**config.mk**
```make
export PLATFORM = sky130hd
export DESIGN_NAME = polynomial_taylor_shift
export DESIGN_NICKNAME = d
export VERILOG_FILES = /design/src/hw/rtl/pts_pkg.sv /design/src/hw/rtl/polynomial_taylor_shift.sv /design/src/hw/rtl/pts_dp.sv /design/src/hw/rtl/pts_ctrl.sv
export SDC_FILE = /design/constraint.sdc
export NUM_CORES = 2
export LEC_CHECK = 0
export BUFFER_PORTS_ARGS = -buffer_cell sky130_fd_sc_hd__buf_2
export CAP_MARGIN = 25
export CORE_MARGIN = 4
export CORE_UTILIZATION = 45
export CTS_BUF_LIST = sky130_fd_sc_hd__clkbuf_8
export DETAILED_ROUTE_END_ITERATION = 12
export HOLD_SLACK_MARGIN = 0.06
export PLACE_DENSITY = 0.59
export SLEW_MARGIN = 20
export SYNTH_ARGS = -nofsm -noshare
export SYNTH_HDL_FRONTEND = slang
export SYNTH_SLANG_ARGS = --single-unit
```
**constraint.sdc**
```tcl
create_clock -name i_clk -period 11.21 [get_ports i_clk]
set_clock_uncertainty 0.2 [all_clocks]
set_input_delay 1.6815 -clock i_clk [delete_from_list [all_inputs] [get_ports i_clk]]
set_output_delay 1.6815 -clock i_clk [all_outputs]
set_load 0.02 [all_outputs]
```
**src/hw/rtl/pts_pkg.sv**
```systemverilog
`default_nettype none

package pts_pkg;

    localparam int WORD_W    = 48;
    localparam int FRAC_BITS = 16;
    localparam int DEPTH     = 16;
    localparam int IDX_W     = $clog2(DEPTH);
    localparam int HALF_W    = WORD_W / 2;
    localparam int PROD_W    = 2 * WORD_W;

    localparam logic signed [WORD_W-1:0] WORD_MAX = {1'b0, {(WORD_W-1){1'b1}}};
    localparam logic signed [WORD_W-1:0] WORD_MIN = {1'b1, {(WORD_W-1){1'b0}}};

    typedef enum logic [2:0] {
        S_LOAD,
        S_TOP,
        S_TOP_CAP,
        S_MUL,
        S_SAT,
        S_ADD,
        S_OUT_RD,
        S_OUT_LD
    } t_state;

    // commands from the sequencer to the datapath
    typedef struct packed {
        logic             wr_en;
        logic             wr_from_in;
        logic [IDX_W-1:0] wr_addr;
        logic [IDX_W-1:0] rd_addr;
        logic             mop_load;
        logic             mul_en;
        logic [1:0]       phase;
        logic             sat_en;
        logic             add_en;
        logic             out_load;
        logic             out_last;
        logic [IDX_W-1:0] out_index;
        logic             ovf_clear;
    } t_dp_cmd;

    typedef struct packed {
        logic out_free;
    } t_dp_stat;

    function automatic logic [WORD_W-1:0] mag(input logic signed [WORD_W-1:0] v);
        mag = v[WORD_W-1] ? (~v + 1'b1) : v;
    endfunction

endpackage

`default_nettype wire

```
**src/hw/rtl/polynomial_taylor_shift.sv**
```systemverilog
// Loading: one coefficient item per cycle. After the last item of degree n,
// the shift runs n(n+1)/2 multiply-adds (four 24x24 partial products on one
// multiplier, saturate, add), each outer pass opening with a top read.
// Results then leave in turn (read, then load), held while the output stalls.
// Sync active-low reset: idle, empty load, shift point 0, overflow flag clear.
`default_nettype none

module polynomial_taylor_shift
    import pts_pkg::*;
(
    input  wire logic                     i_clk,
    input  wire logic                     i_rst_n,
    input  wire logic                     i_shift_point_we,
    input  wire logic signed [WORD_W-1:0] i_shift_point,
    input  wire logic                     i_in_valid,
    output logic                          o_in_stall,
    input  wire logic signed [WORD_W-1:0] i_coef_in,
    input  wire logic                     i_last_coef,
    output logic                          o_out_valid,
    input  wire logic                     i_out_stall,
    output logic signed [WORD_W-1:0]      o_out_coef,
    output logic [IDX_W-1:0]              o_out_index,
    output logic                          o_out_last,
    output logic                          o_out_overflow
);

    t_dp_cmd  cmd;
    t_dp_stat stat;

    pts_ctrl u_ctrl (
        .i_clk       (i_clk),
        .i_rst_n     (i_rst_n),
        .i_in_valid  (i_in_valid),
        .i_last_coef (i_last_coef),
        .o_in_stall  (o_in_stall),
        .i_stat      (stat),
        .o_cmd       (cmd)
    );

    pts_dp u_dp (
        .i_clk            (i_clk),
        .i_rst_n          (i_rst_n),
        .i_shift_point_we (i_shift_point_we),
        .i_shift_point    (i_shift_point),
        .i_coef_in        (i_coef_in),
        .i_cmd            (cmd),
        .o_stat           (stat),
        .i_out_stall      (i_out_stall),
        .o_out_valid      (o_out_valid),
        .o_out_coef       (o_out_coef),
        .o_out_index      (o_out_index),
        .o_out_last       (o_out_last),
        .o_out_overflow   (o_out_overflow)
    );

endmodule

`default_nettype wire

```
**src/hw/rtl/pts_dp.sv**
```systemverilog
`default_nettype none

module pts_dp
    import pts_pkg::*;
(
    input  wire logic                     i_clk,
    input  wire logic                     i_rst_n,
    input  wire logic                     i_shift_point_we,
    input  wire logic signed [WORD_W-1:0] i_shift_point,
    input  wire logic signed [WORD_W-1:0] i_coef_in,
    input  wire t_dp_cmd                  i_cmd,
    output t_dp_stat                      o_stat,
    input  wire logic                     i_out_stall,
    output logic                          o_out_valid,
    output logic signed [WORD_W-1:0]      o_out_coef,
    output logic [IDX_W-1:0]              o_out_index,
    output logic                          o_out_last,
    output logic                          o_out_overflow
);

    logic signed [WORD_W-1:0] r_mem [DEPTH];
    logic signed [WORD_W-1:0] r_rd_data;
    logic signed [WORD_W-1:0] r_shift_point;
    logic [WORD_W-1:0]        r_mag_a;
    logic [WORD_W-1:0]        r_mag_b;
    logic                     r_neg_b;
    logic [PROD_W-1:0]        r_acc;
    logic signed [WORD_W-1:0] r_prod;
    logic                     r_ovf;
    logic                     r_out_valid;

    logic                     neg;
    logic [HALF_W-1:0]        a_sel;
    logic [HALF_W-1:0]        b_sel;
    logic [WORD_W-1:0]        pp;
    logic [PROD_W-1:0]        pp_sh;
    logic [PROD_W-1:0]        q;
    logic                     mul_ovf;
    logic [WORD_W-1:0]        lim;
    logic signed [WORD_W-1:0] n_prod;
    logic [WORD_W:0]          sum_x;
    logic                     add_ovf;
    logic signed [WORD_W-1:0] sum;
    logic signed [WORD_W-1:0] wr_data;

    assign neg   = r_shift_point[WORD_W-1] ^ r_neg_b;
    assign a_sel = i_cmd.phase[0] ? r_mag_a[WORD_W-1:HALF_W] : r_mag_a[HALF_W-1:0];
    assign b_sel = i_cmd.phase[1] ? r_mag_b[WORD_W-1:HALF_W] : r_mag_b[HALF_W-1:0];
    assign pp    = WORD_W'(a_sel) * WORD_W'(b_sel);

    always_comb begin
        case (i_cmd.phase)
            2'd0:    pp_sh = PROD_W'(pp);
            2'd3:    pp_sh = PROD_W'(pp) << (2 * HALF_W);
            default: pp_sh = PROD_W'(pp) << HALF_W;
        endcase
    end

    // truncate the magnitude, then saturate against the signed range
    always_comb begin
        q       = r_acc >> FRAC_BITS;
        lim     = neg ? WORD_MIN : WORD_MAX;
        mul_ovf = (|q[PROD_W-1:WORD_W]) || (q[WORD_W-1:0] > lim);
        if (mul_ovf) begin
            n_prod = neg ? WORD_MIN : WORD_MAX;
        end else begin
            n_prod = neg ? (~q[WORD_W-1:0] + 1'b1) : q[WORD_W-1:0];
        end
    end

    always_comb begin
        sum_x   = {r_rd_data[WORD_W-1], r_rd_data} + {r_prod[WORD_W-1], r_prod};
        add_ovf = sum_x[WORD_W] != sum_x[WORD_W-1];
        if (add_ovf) begin
            sum = sum_x[WORD_W] ? WORD_MIN : WORD_MAX;
        end else begin
            sum = sum_x[WORD_W-1:0];
        end
    end

    assign wr_data = i_cmd.wr_from_in ? i_coef_in : sum;

    always_ff @(posedge i_clk) begin
        if (i_cmd.wr_en) begin
            r_mem[i_cmd.wr_addr] <= wr_data;
        end
        r_rd_data <= r_mem[i_cmd.rd_addr];
    end

    always_ff @(posedge i_clk) begin
        r_mag_a <= mag(r_shift_point);
        if (i_cmd.mop_load) begin
            r_mag_b <= mag(r_rd_data);
            r_neg_b <= r_rd_data[WORD_W-1];
        end else if (i_cmd.add_en) begin
            r_mag_b <= mag(sum);
            r_neg_b <= sum[WORD_W-1];
        end
        if (i_cmd.mul_en) begin
            r_acc <= (i_cmd.phase == 2'd0) ? pp_sh : r_acc + pp_sh;
        end
        if (i_cmd.sat_en) begin
            r_prod <= n_prod;
        end
    end

    always_ff @(posedge i_clk) begin
        if (!i_rst_n) begin
            r_shift_point <= '0;
            r_ovf         <= 1'b0;
        end else begin
            if (i_shift_point_we) begin
                r_shift_point <= i_shift_point;
            end
            if (i_cmd.ovf_clear) begin
                r_ovf <= 1'b0;
            end else if ((i_cmd.sat_en && mul_ovf) || (i_cmd.add_en && add_ovf)) begin
                r_ovf <= 1'b1;
            end
        end
    end

    assign o_stat.out_free = !r_out_valid || !i_out_stall;

    always_ff @(posedge i_clk) begin
        if (!i_rst_n) begin
            r_out_valid <= 1'b0;
        end else if (i_cmd.out_load) begin
            r_out_valid <= 1'b1;
        end else if (!i_out_stall) begin
            r_out_valid <= 1'b0;
        end
    end

    always_ff @(posedge i_clk) begin
        if (i_cmd.out_load) begin
            o_out_coef     <= r_rd_data;
            o_out_index    <= i_cmd.out_index;
            o_out_last     <= i_cmd.out_last;
            o_out_overflow <= r_ovf;
        end
    end

    assign o_out_valid = r_out_valid;

endmodule

`default_nettype wire

```
**src/hw/rtl/pts_ctrl.sv**
```systemverilog
`default_nettype none

module pts_ctrl
    import pts_pkg::*;
(
    input  wire logic     i_clk,
    input  wire logic     i_rst_n,
    input  wire logic     i_in_valid,
    input  wire logic     i_last_coef,
    output logic          o_in_stall,
    input  wire t_dp_stat i_stat,
    output t_dp_cmd       o_cmd
);

    t_state           r_state, n_state;
    logic [IDX_W-1:0] r_cnt, n_cnt;
    logic [IDX_W-1:0] r_n, n_n;
    logic [IDX_W-1:0] r_k, n_k;
    logic [IDX_W-1:0] r_j, n_j;
    logic [1:0]       r_phase, n_phase;
    logic [IDX_W-1:0] r_idx, n_idx;
    logic [IDX_W-1:0] j_dn;

    assign j_dn = r_j - 1'b1;

    always_ff @(posedge i_clk) begin
        if (!i_rst_n) begin
            r_state <= S_LOAD;
            r_cnt   <= '0;
            r_n     <= '0;
            r_k     <= '0;
            r_j     <= '0;
            r_phase <= '0;
            r_idx   <= '0;
        end else begin
            r_state <= n_state;
            r_cnt   <= n_cnt;
            r_n     <= n_n;
            r_k     <= n_k;
            r_j     <= n_j;
            r_phase <= n_phase;
            r_idx   <= n_idx;
        end
    end

    always_comb begin
        n_state    = r_state;
        n_cnt      = r_cnt;
        n_n        = r_n;
        n_k        = r_k;
        n_j        = r_j;
        n_phase    = r_phase;
        n_idx      = r_idx;
        o_in_stall = 1'b1;
        o_cmd      = '0;
        o_cmd.wr_addr = j_dn;
        o_cmd.rd_addr = j_dn;
        o_cmd.phase   = r_phase;

        case (r_state)
            S_LOAD: begin
                o_in_stall       = 1'b0;
                o_cmd.wr_addr    = r_cnt;
                o_cmd.wr_from_in = 1'b1;
                if (i_in_valid) begin
                    o_cmd.wr_en = 1'b1;
                    // a full store closes the load as if last were set
                    if (i_last_coef || r_cnt == IDX_W'(DEPTH - 1)) begin
                        n_n   = r_cnt;
                        n_cnt = '0;
                        n_k   = '0;
                        n_j   = r_cnt;
                        n_idx = '0;
                        n_state = (r_cnt == '0) ? S_OUT_RD : S_TOP;
                    end else begin
                        n_cnt = r_cnt + 1'b1;
                    end
                end
            end
            S_TOP: begin
                o_cmd.rd_addr = r_n;
                n_state = S_TOP_CAP;
            end
            S_TOP_CAP: begin
                o_cmd.rd_addr  = r_n;
                o_cmd.mop_load = 1'b1;
                n_phase = '0;
                n_state = S_MUL;
            end
            S_MUL: begin
                o_cmd.mul_en = 1'b1;
                if (r_phase == 2'd3) begin
                    n_state = S_SAT;
                end else begin
                    n_phase = r_phase + 1'b1;
                end
            end
            S_SAT: begin
                o_cmd.sat_en = 1'b1;
                n_state = S_ADD;
            end
            S_ADD: begin
                o_cmd.add_en = 1'b1;
                o_cmd.wr_en  = 1'b1;
                n_phase = '0;
                if (j_dn == r_k) begin
                    if (r_k + 1'b1 == r_n) begin
                        n_idx   = '0;
                        n_state = S_OUT_RD;
                    end else begin
                        n_k     = r_k + 1'b1;
                        n_j     = r_n;
                        n_state = S_TOP;
                    end
                end else begin
                    n_j     = j_dn;
                    n_state = S_MUL;
                end
            end
            S_OUT_RD: begin
                o_cmd.rd_addr = r_idx;
                n_state = S_OUT_LD;
            end
            S_OUT_LD: begin
                o_cmd.rd_addr   = r_idx;
                o_cmd.out_index = r_idx;
                o_cmd.out_last  = (r_idx == r_n);
                if (i_stat.out_free) begin
                    o_cmd.out_load = 1'b1;
                    if (r_idx == r_n) begin
                        o_cmd.ovf_clear = 1'b1;
                        n_state = S_LOAD;
                    end else begin
                        n_idx   = r_idx + 1'b1;
                        n_state = S_OUT_RD;
                    end
                end
            end
            default: begin
                n_state = S_LOAD;
            end
        endcase
    end

endmodule

`default_nettype wire
```
# ---- Word-level counts from Yosys, hierarchy flattened
# Memories as Yosys holds them, arrays and structs flattened. A register that Yosys moved wholly into a read port is not among the register bits.
# Cells that the tools add are included.
dict set report op_classes {
  n_mux 61
  multipliers 1
  reduce_logical 27
  bitwise_logic 6
  add_sub_neg 11
  order_cmp 1
  eq_ne 24
}
# op count
set op_table {}
lappend op_table {{$mux 48} 10}
lappend op_table {{$add 48x1->48 const B} 4}
lappend op_table {{$not 48->48} 4}
lappend op_table {{$pmux 96 s2} 1}
lappend op_table {{$add 96x96->96} 1}
lappend op_table {{$mux 96} 1}
lappend op_table {{$mux 4} 13}
lappend op_table {{$add 48x48->49} 1}
lappend op_table {{$gt 48x48->1} 1}
lappend op_table {{$mul 24x24->48} 1}
lappend op_table {{$mux 24} 2}
lappend op_table {{$mux 47} 1}
lappend op_table {{$reduce_or 32->1} 1}
lappend op_table {{$mux 3} 8}
lappend op_table {{$pmux 3 s8} 1}
lappend op_table {{$pmux 4 s2} 3}
lappend op_table {{$mux 1} 15}
lappend op_table {{$add 4x1->4 const B} 3}
lappend op_table {{$eq 3x3->1 const B} 4}
lappend op_table {{$eq 4x4->1} 3}
lappend op_table {{$pmux 4 s3} 1}
lappend op_table {{$ne 2x1->1 const B} 5}
lappend op_table {{$ne 2x2->1 const B} 5}
lappend op_table {{$reduce_and 4->1} 2}
lappend op_table {{other kinds (28)} 40}
dict set report totals {
  ramBits 768
  reg_bits 370
  out_inout_bits 56
  memories 1
}
# memory depth word_bits rd rd_ports_with_merged_regs wr line
set mem_list {}
lappend mem_list {u_dp.r_mem 16 48 1 1 1 pts_dp.sv:21} ;# logic signed [WORD_W-1:0] r_mem [DEPTH];

# ---- Depth between registers and ports, before layout
dict set report depth {
  ltp_word 8
  ltp_mapped 47
}

# ---- Hierarchy
# A second synthesis with hierarchy kept.
dict set report hier_totals {
  hier_cells 7026
  hier_area_um2 79521.3
}
# mod area_per_inst_um2 cells_each seq_area_each_um2 n_inst
set modules_own_cells {}
lappend modules_own_cells {pts_dp 77513.1 6760 33402.0 1}
lappend modules_own_cells {pts_ctrl 2008.2 266 500.5 1}

# ---- Least setup slack after synthesis
# No wires, ideal clock.
dict set report synth_path {
  path_type {register to register}
  from {register u_ctrl.r_phase[0]}
  to {register u_dp.r_acc[67] (data pin)}
  setup_slack_ps -130
  n_path_buf 5
  synth_period_minus_slack_ps 11340
  arrival_time_ps 10873
  setup_time_ps 267
  stages_incl_launch_ff 45
  path_cell_list {dfxtp_1 > clkbuf_1 > clkbuf_1 > clkbuf_1 > mux2i_1 > nor2_1 > fa_1 > fa_1 > inv_1 > fa_1 > fa_1 > inv_1 > fa_1 > fa_1 > inv_1 > fa_1 > inv_1 > ha_1 > (+9 left out) > o21ai_0 > xnor2_1 > nor2_1 > a21o_1 > ha_1 > clkbuf_1 > and3_1 > nand4_1 > nor3_1 > a221o_1 > a211oi_1 > o21bai_1 > a21oi_1 > o41ai_1 > a221o_1 > a221o_1 > xnor2_1 > o21ai_0}
}
dict set report synth_via {
  elab_chain_cells 5
  word_cells_on_any_way 7
}
# item line
set synth_rtl {}
lappend synth_rtl {{from (decl)} pts_ctrl.sv:20} ;# logic [1:0] r_phase, n_phase;
lappend synth_rtl {{from (signal assigned)} pts_ctrl.sv:41} ;# r_phase <= n_phase;
lappend synth_rtl {{$mux 24} pts_dp.sv:47} ;# assign a_sel = i_cmd.phase[0] ? r_mag_a[WORD_W-1:HALF_W] : r_mag_a[HALF_W-1:0];
lappend synth_rtl {{$mul 24x24->48} pts_dp.sv:49} ;# assign pp = WORD_W'(a_sel) * WORD_W'(b_sel);
lappend synth_rtl {{$pmux 96 s2} pts_dp.sv:52} ;# case (i_cmd.phase)
lappend synth_rtl {{$add 96x96->96} pts_dp.sv:100} ;# r_acc <= (i_cmd.phase == 2'd0) ? pp_sh : r_acc + pp_sh;
lappend synth_rtl {{$mux 96 (*)} pts_dp.sv:100}
lappend synth_rtl {{to (signal assigned)} pts_dp.sv:100}
lappend synth_rtl {{to (decl)} pts_dp.sv:27} ;# logic [PROD_W-1:0] r_acc;
# Every way passes the cells marked *; elsewhere a longest branch is shown, timed or not.
# A chain may end at the register's enable or synchronous reset.

# ---- Worst setup path in the final report
dict set report layout_path {
  from {register u_ctrl.r_phase[1]}
  to {register u_dp.r_acc[67] (data pin)}
}
dict set report layout_via {
  elab_chain_cells 5
  word_cells_on_any_way 7
}
# item line
set layout_rtl {}
lappend layout_rtl {{$mux 24} pts_dp.sv:48} ;# assign b_sel = i_cmd.phase[1] ? r_mag_b[WORD_W-1:HALF_W] : r_mag_b[HALF_W-1:0];
lappend layout_rtl {{$mul 24x24->48} pts_dp.sv:49}
lappend layout_rtl {{$pmux 96 s2} pts_dp.sv:52}
lappend layout_rtl {{$add 96x96->96} pts_dp.sv:100}
lappend layout_rtl {{$mux 96 (*)} pts_dp.sv:100}
# Marks and branches as above.

==> reports/results.txt <==
Kind of critical path -> reg -> reg
Synthesized area per cell -> 11.2 um^2
Yosys top cell by area -> edfxtp_1
Period utilization -> 0.971
CP Data Arrival Time -> 11350 ps
Filler Cell Count -> 15600
Slew HR -> 0.207
Yosys warns -> 0
Vias in the first global route -> 58900
Wire per inst -> 26.2 um
Largest net degree at the start of global routing -> 136
Worst hold path class -> reg -> reg
# DRC -> 0
Post-Syn Area -> 79800 um^2
Unique masters post-synth -> 105
Most frequent cells in the layout -> edfxtp_1 (1015), inv_1 (699), nand2_1 (632)
Post-layout util -> 0.515
Cts hold-fix bufs -> 0
Critical-path maximum fanout -> 15
Share of the synthesized area in the top cell type -> 0.382
Detailed-route wire length -> 264000 um
IO Pins -> 158
Total GRT Usage -> 0.281
Most area-consuming cells after synthesis -> edfxtp_1 (38%), fa_1 (12%), ha_1 (5.9%)
Wire length on met3 -> 18500 um
Outcome -> finished, final reports clean
Layout area overhead -> 13.8%
Die height -> 429 um
CP Capture Type -> flop
CORE AREA -> 176000 um^2
Post-route ant nets -> 0
Max Buffers Root-to-Sink -> 3
Cell repeated most along the worst path -> buf_4
Antenna violations before repair -> 12
Most common cell after layout, fill and taps aside -> edfxtp_1
Finish-stage setup viols -> 0
Fmax -> 91.9 MHz
Final hold violations -> 0
Startpoint Class -> flop
Worst R2R Setup Slack -> 330 ps
Clock Latency Late Sink -> 950 ps
Fin nets -> 8553
H-tree lvl count -> 4
Largest stage delay on the critical path -> 570 ps
First-pass GRT wire length -> 387000 um
Seq/Total Area, Yosys -> 0.425
Highest routed layer -> met5
Initial Util -> 0.453
Slew @ Worst Pin -> 1180 ps
Met2 wire length -> 126000 um
Syn Inst Count -> 7150
Max stage delay cell, worst path -> fa_1
Port bufs -> 157
CTS tree -> built
Clock-pin slew of the registers on the worst-case setup and hold paths -> 70 ps
Num CTS Buffers -> 198
Rows -> 154
Fin. max-slew vios -> 0
Top_reg_cell synth -> edfxtp_1
Min cycle time layout -> 10880 ps
Mapped Nets -> 8112
GPL Wtd Cong -> 1.01
Max-cap viol count -> 0
Number of synthesized register bits -> 1186
Remaining global-route overflow -> 0
CTS sink count -> 1186
CTS root buffer -> clkbuf_8
Number of vias per cell -> 5.90
Async set-reset flop share out of synthesis -> 0
Worst EP required -> 11680 ps
First-pass DRT Iterations -> 6
Layout cells sized above 1 -> 0.172
Detailed placement HPWL -> 194000 um
Die width -> 429 um
Die area -> 184000 um^2
DRT iter0 DRCs -> 6144
Number of synthesized flops with an enable pin -> 1015
Met1 wire length -> 109000 um
Vias -> 59600
-- timing repair --
item                       in CTS  in global routing
pin swaps                       3                 36
gates resized for setup        12                 96
setup endpoints to repair      26                 38
buffers inserted                4                 11
cloned                          0                  3
-- metal layers --
metal | track usage | vias up
li1 | - | 26600
met1 | 0.377 | 30100
met2 | 0.460 | 2373
met3 | 0.0472 | 524
met4 | 0.108 | 12
met5 | 0 | -
-- synthesized netlist by cell type (12+ instances only) --
| cell | n |
|---|---|
| a211oi_1 | 113 |
| nor4_1 | 31 |
| nor3_1 | 90 |
| a21oi_1 | 372 |
| o21a_1 | 30 |
| clkbuf_1 | 317 |
| nand2b_1 | 35 |
| or2_2 | 22 |
| or4_1 | 25 |
| o31ai_1 | 46 |
| nand2_1 | 635 |
| nor2_1 | 639 |
| and2_1 | 74 |
| a221o_1 | 37 |
| buf_1 | 36 |
| mux2i_1 | 144 |
| o22ai_1 | 18 |
| a31oi_1 | 49 |
| a22o_1 | 35 |
| nand3_1 | 88 |
| o21bai_1 | 33 |
| nor2b_1 | 79 |
| mux4_2 | 192 |
| o41ai_1 | 20 |
| ha_1 | 376 |
| inv_1 | 640 |
| mux2_2 | 57 |
| nand4_1 | 60 |
| o21ai_0 | 287 |
| o211ai_1 | 32 |
| xor2_1 | 101 |
| or3_1 | 61 |
| o21ai_1 | 16 |
| buf_2 | 17 |
| dfxtp_1 | 171 |
| edfxtp_1 | 1015 |
| a211o_1 | 13 |
| a21boi_0 | 14 |
| fa_1 | 484 |
| a31o_2 | 12 |
| and3_1 | 31 |
| and4_1 | 14 |
| a21o_1 | 208 |
| xnor2_1 | 204 |
-- cells by family (layout without fill, tap and decap cells) --
group,after synthesis,after routing,share of synthesized area
mux,393,393,0.0803
simple gates,1932,1932,0.111
xor+xnor,306,306,0.0337
flops,1186,1186,0.425
fa+ha+maj,868,868,0.181
buf+inv,1016,1627,0.0483
other cells,0,7,0
compound gates,1449,1449,0.120
-- layout make-up --
class	instances	area [um^2]	area share
Timing Repair Buffer	615	4520	0.0497
Clock inverter	151	1170	0.0129
Inverter	642	2410	0.0266
Sequential cell	1186	33900	0.373
Clock buffer	219	3010	0.0332
Multi-Input combinational cell	4948	42900	0.472
Antenna cell	7	17.5	0.000193
Tap cell	2340	2930	0.0322
-- state kept, by name (all words and copies together) (netlist names), 48 cells and up --
register	cells
u_dp.r_mem	768
u_dp.r_acc	96
u_dp.o_out_coef	48
u_dp.r_mag_a	48
u_dp.r_mag_b	48
u_dp.r_prod	48
u_dp.r_rd_data	48
u_dp.r_shift_point	48
-- worst max-delay path, delay by kind of cell, from the launching register on --
kind | cells | cell delay, ps
adder cells (fa/ha/maj) | 9 | 4030
buffers and inverters | 14 | 1820
multiplexers | 1 | 210
AO/OA/AOI/OAI | 16 | 3360
AND/OR/NAND/NOR | 3 | 320
flip-flops | 1 | 410
XOR/XNOR | 2 | 270
-- worst paths after layout --
check	depth (start not counted)	from	endpoint
setup / recovery	45	u_ctrl.r_phase[1]$_SDFFE_PN0P_	u_dp.r_acc[67]$_DFFE_PP_
hold reg to reg	0	u_dp.r_shift_point[0]$_SDFFE_PN0P_	u_dp.r_mag_a[0]$_DFF_P_
hold / removal	0	u_dp.r_shift_point[0]$_SDFFE_PN0P_	u_dp.r_mag_a[0]$_DFF_P_
setup reg to reg	45	u_ctrl.r_phase[1]$_SDFFE_PN0P_	u_dp.r_acc[67]$_DFFE_PP_
-- through the flow --
stage          TNS (ps)  cells  setup slack [ps]  hold slack [ps]  instance area, um^2
3_3_place_gp      -2780   9706              -356              220                85800
6_report              0  10100               329              228                90800
4_1_cts               0  10100             0.634              228                90100
5_1_grt           -79.8  10100             -27.1              241                90800
3_5_place_dp      -5100   9707              -348              215                85900
2_1_floorplan         0   7150              24.6              163                79800
Power is not shown: default switching activity piles up to over one toggle a cycle in this logic, so the estimate is an artifact.
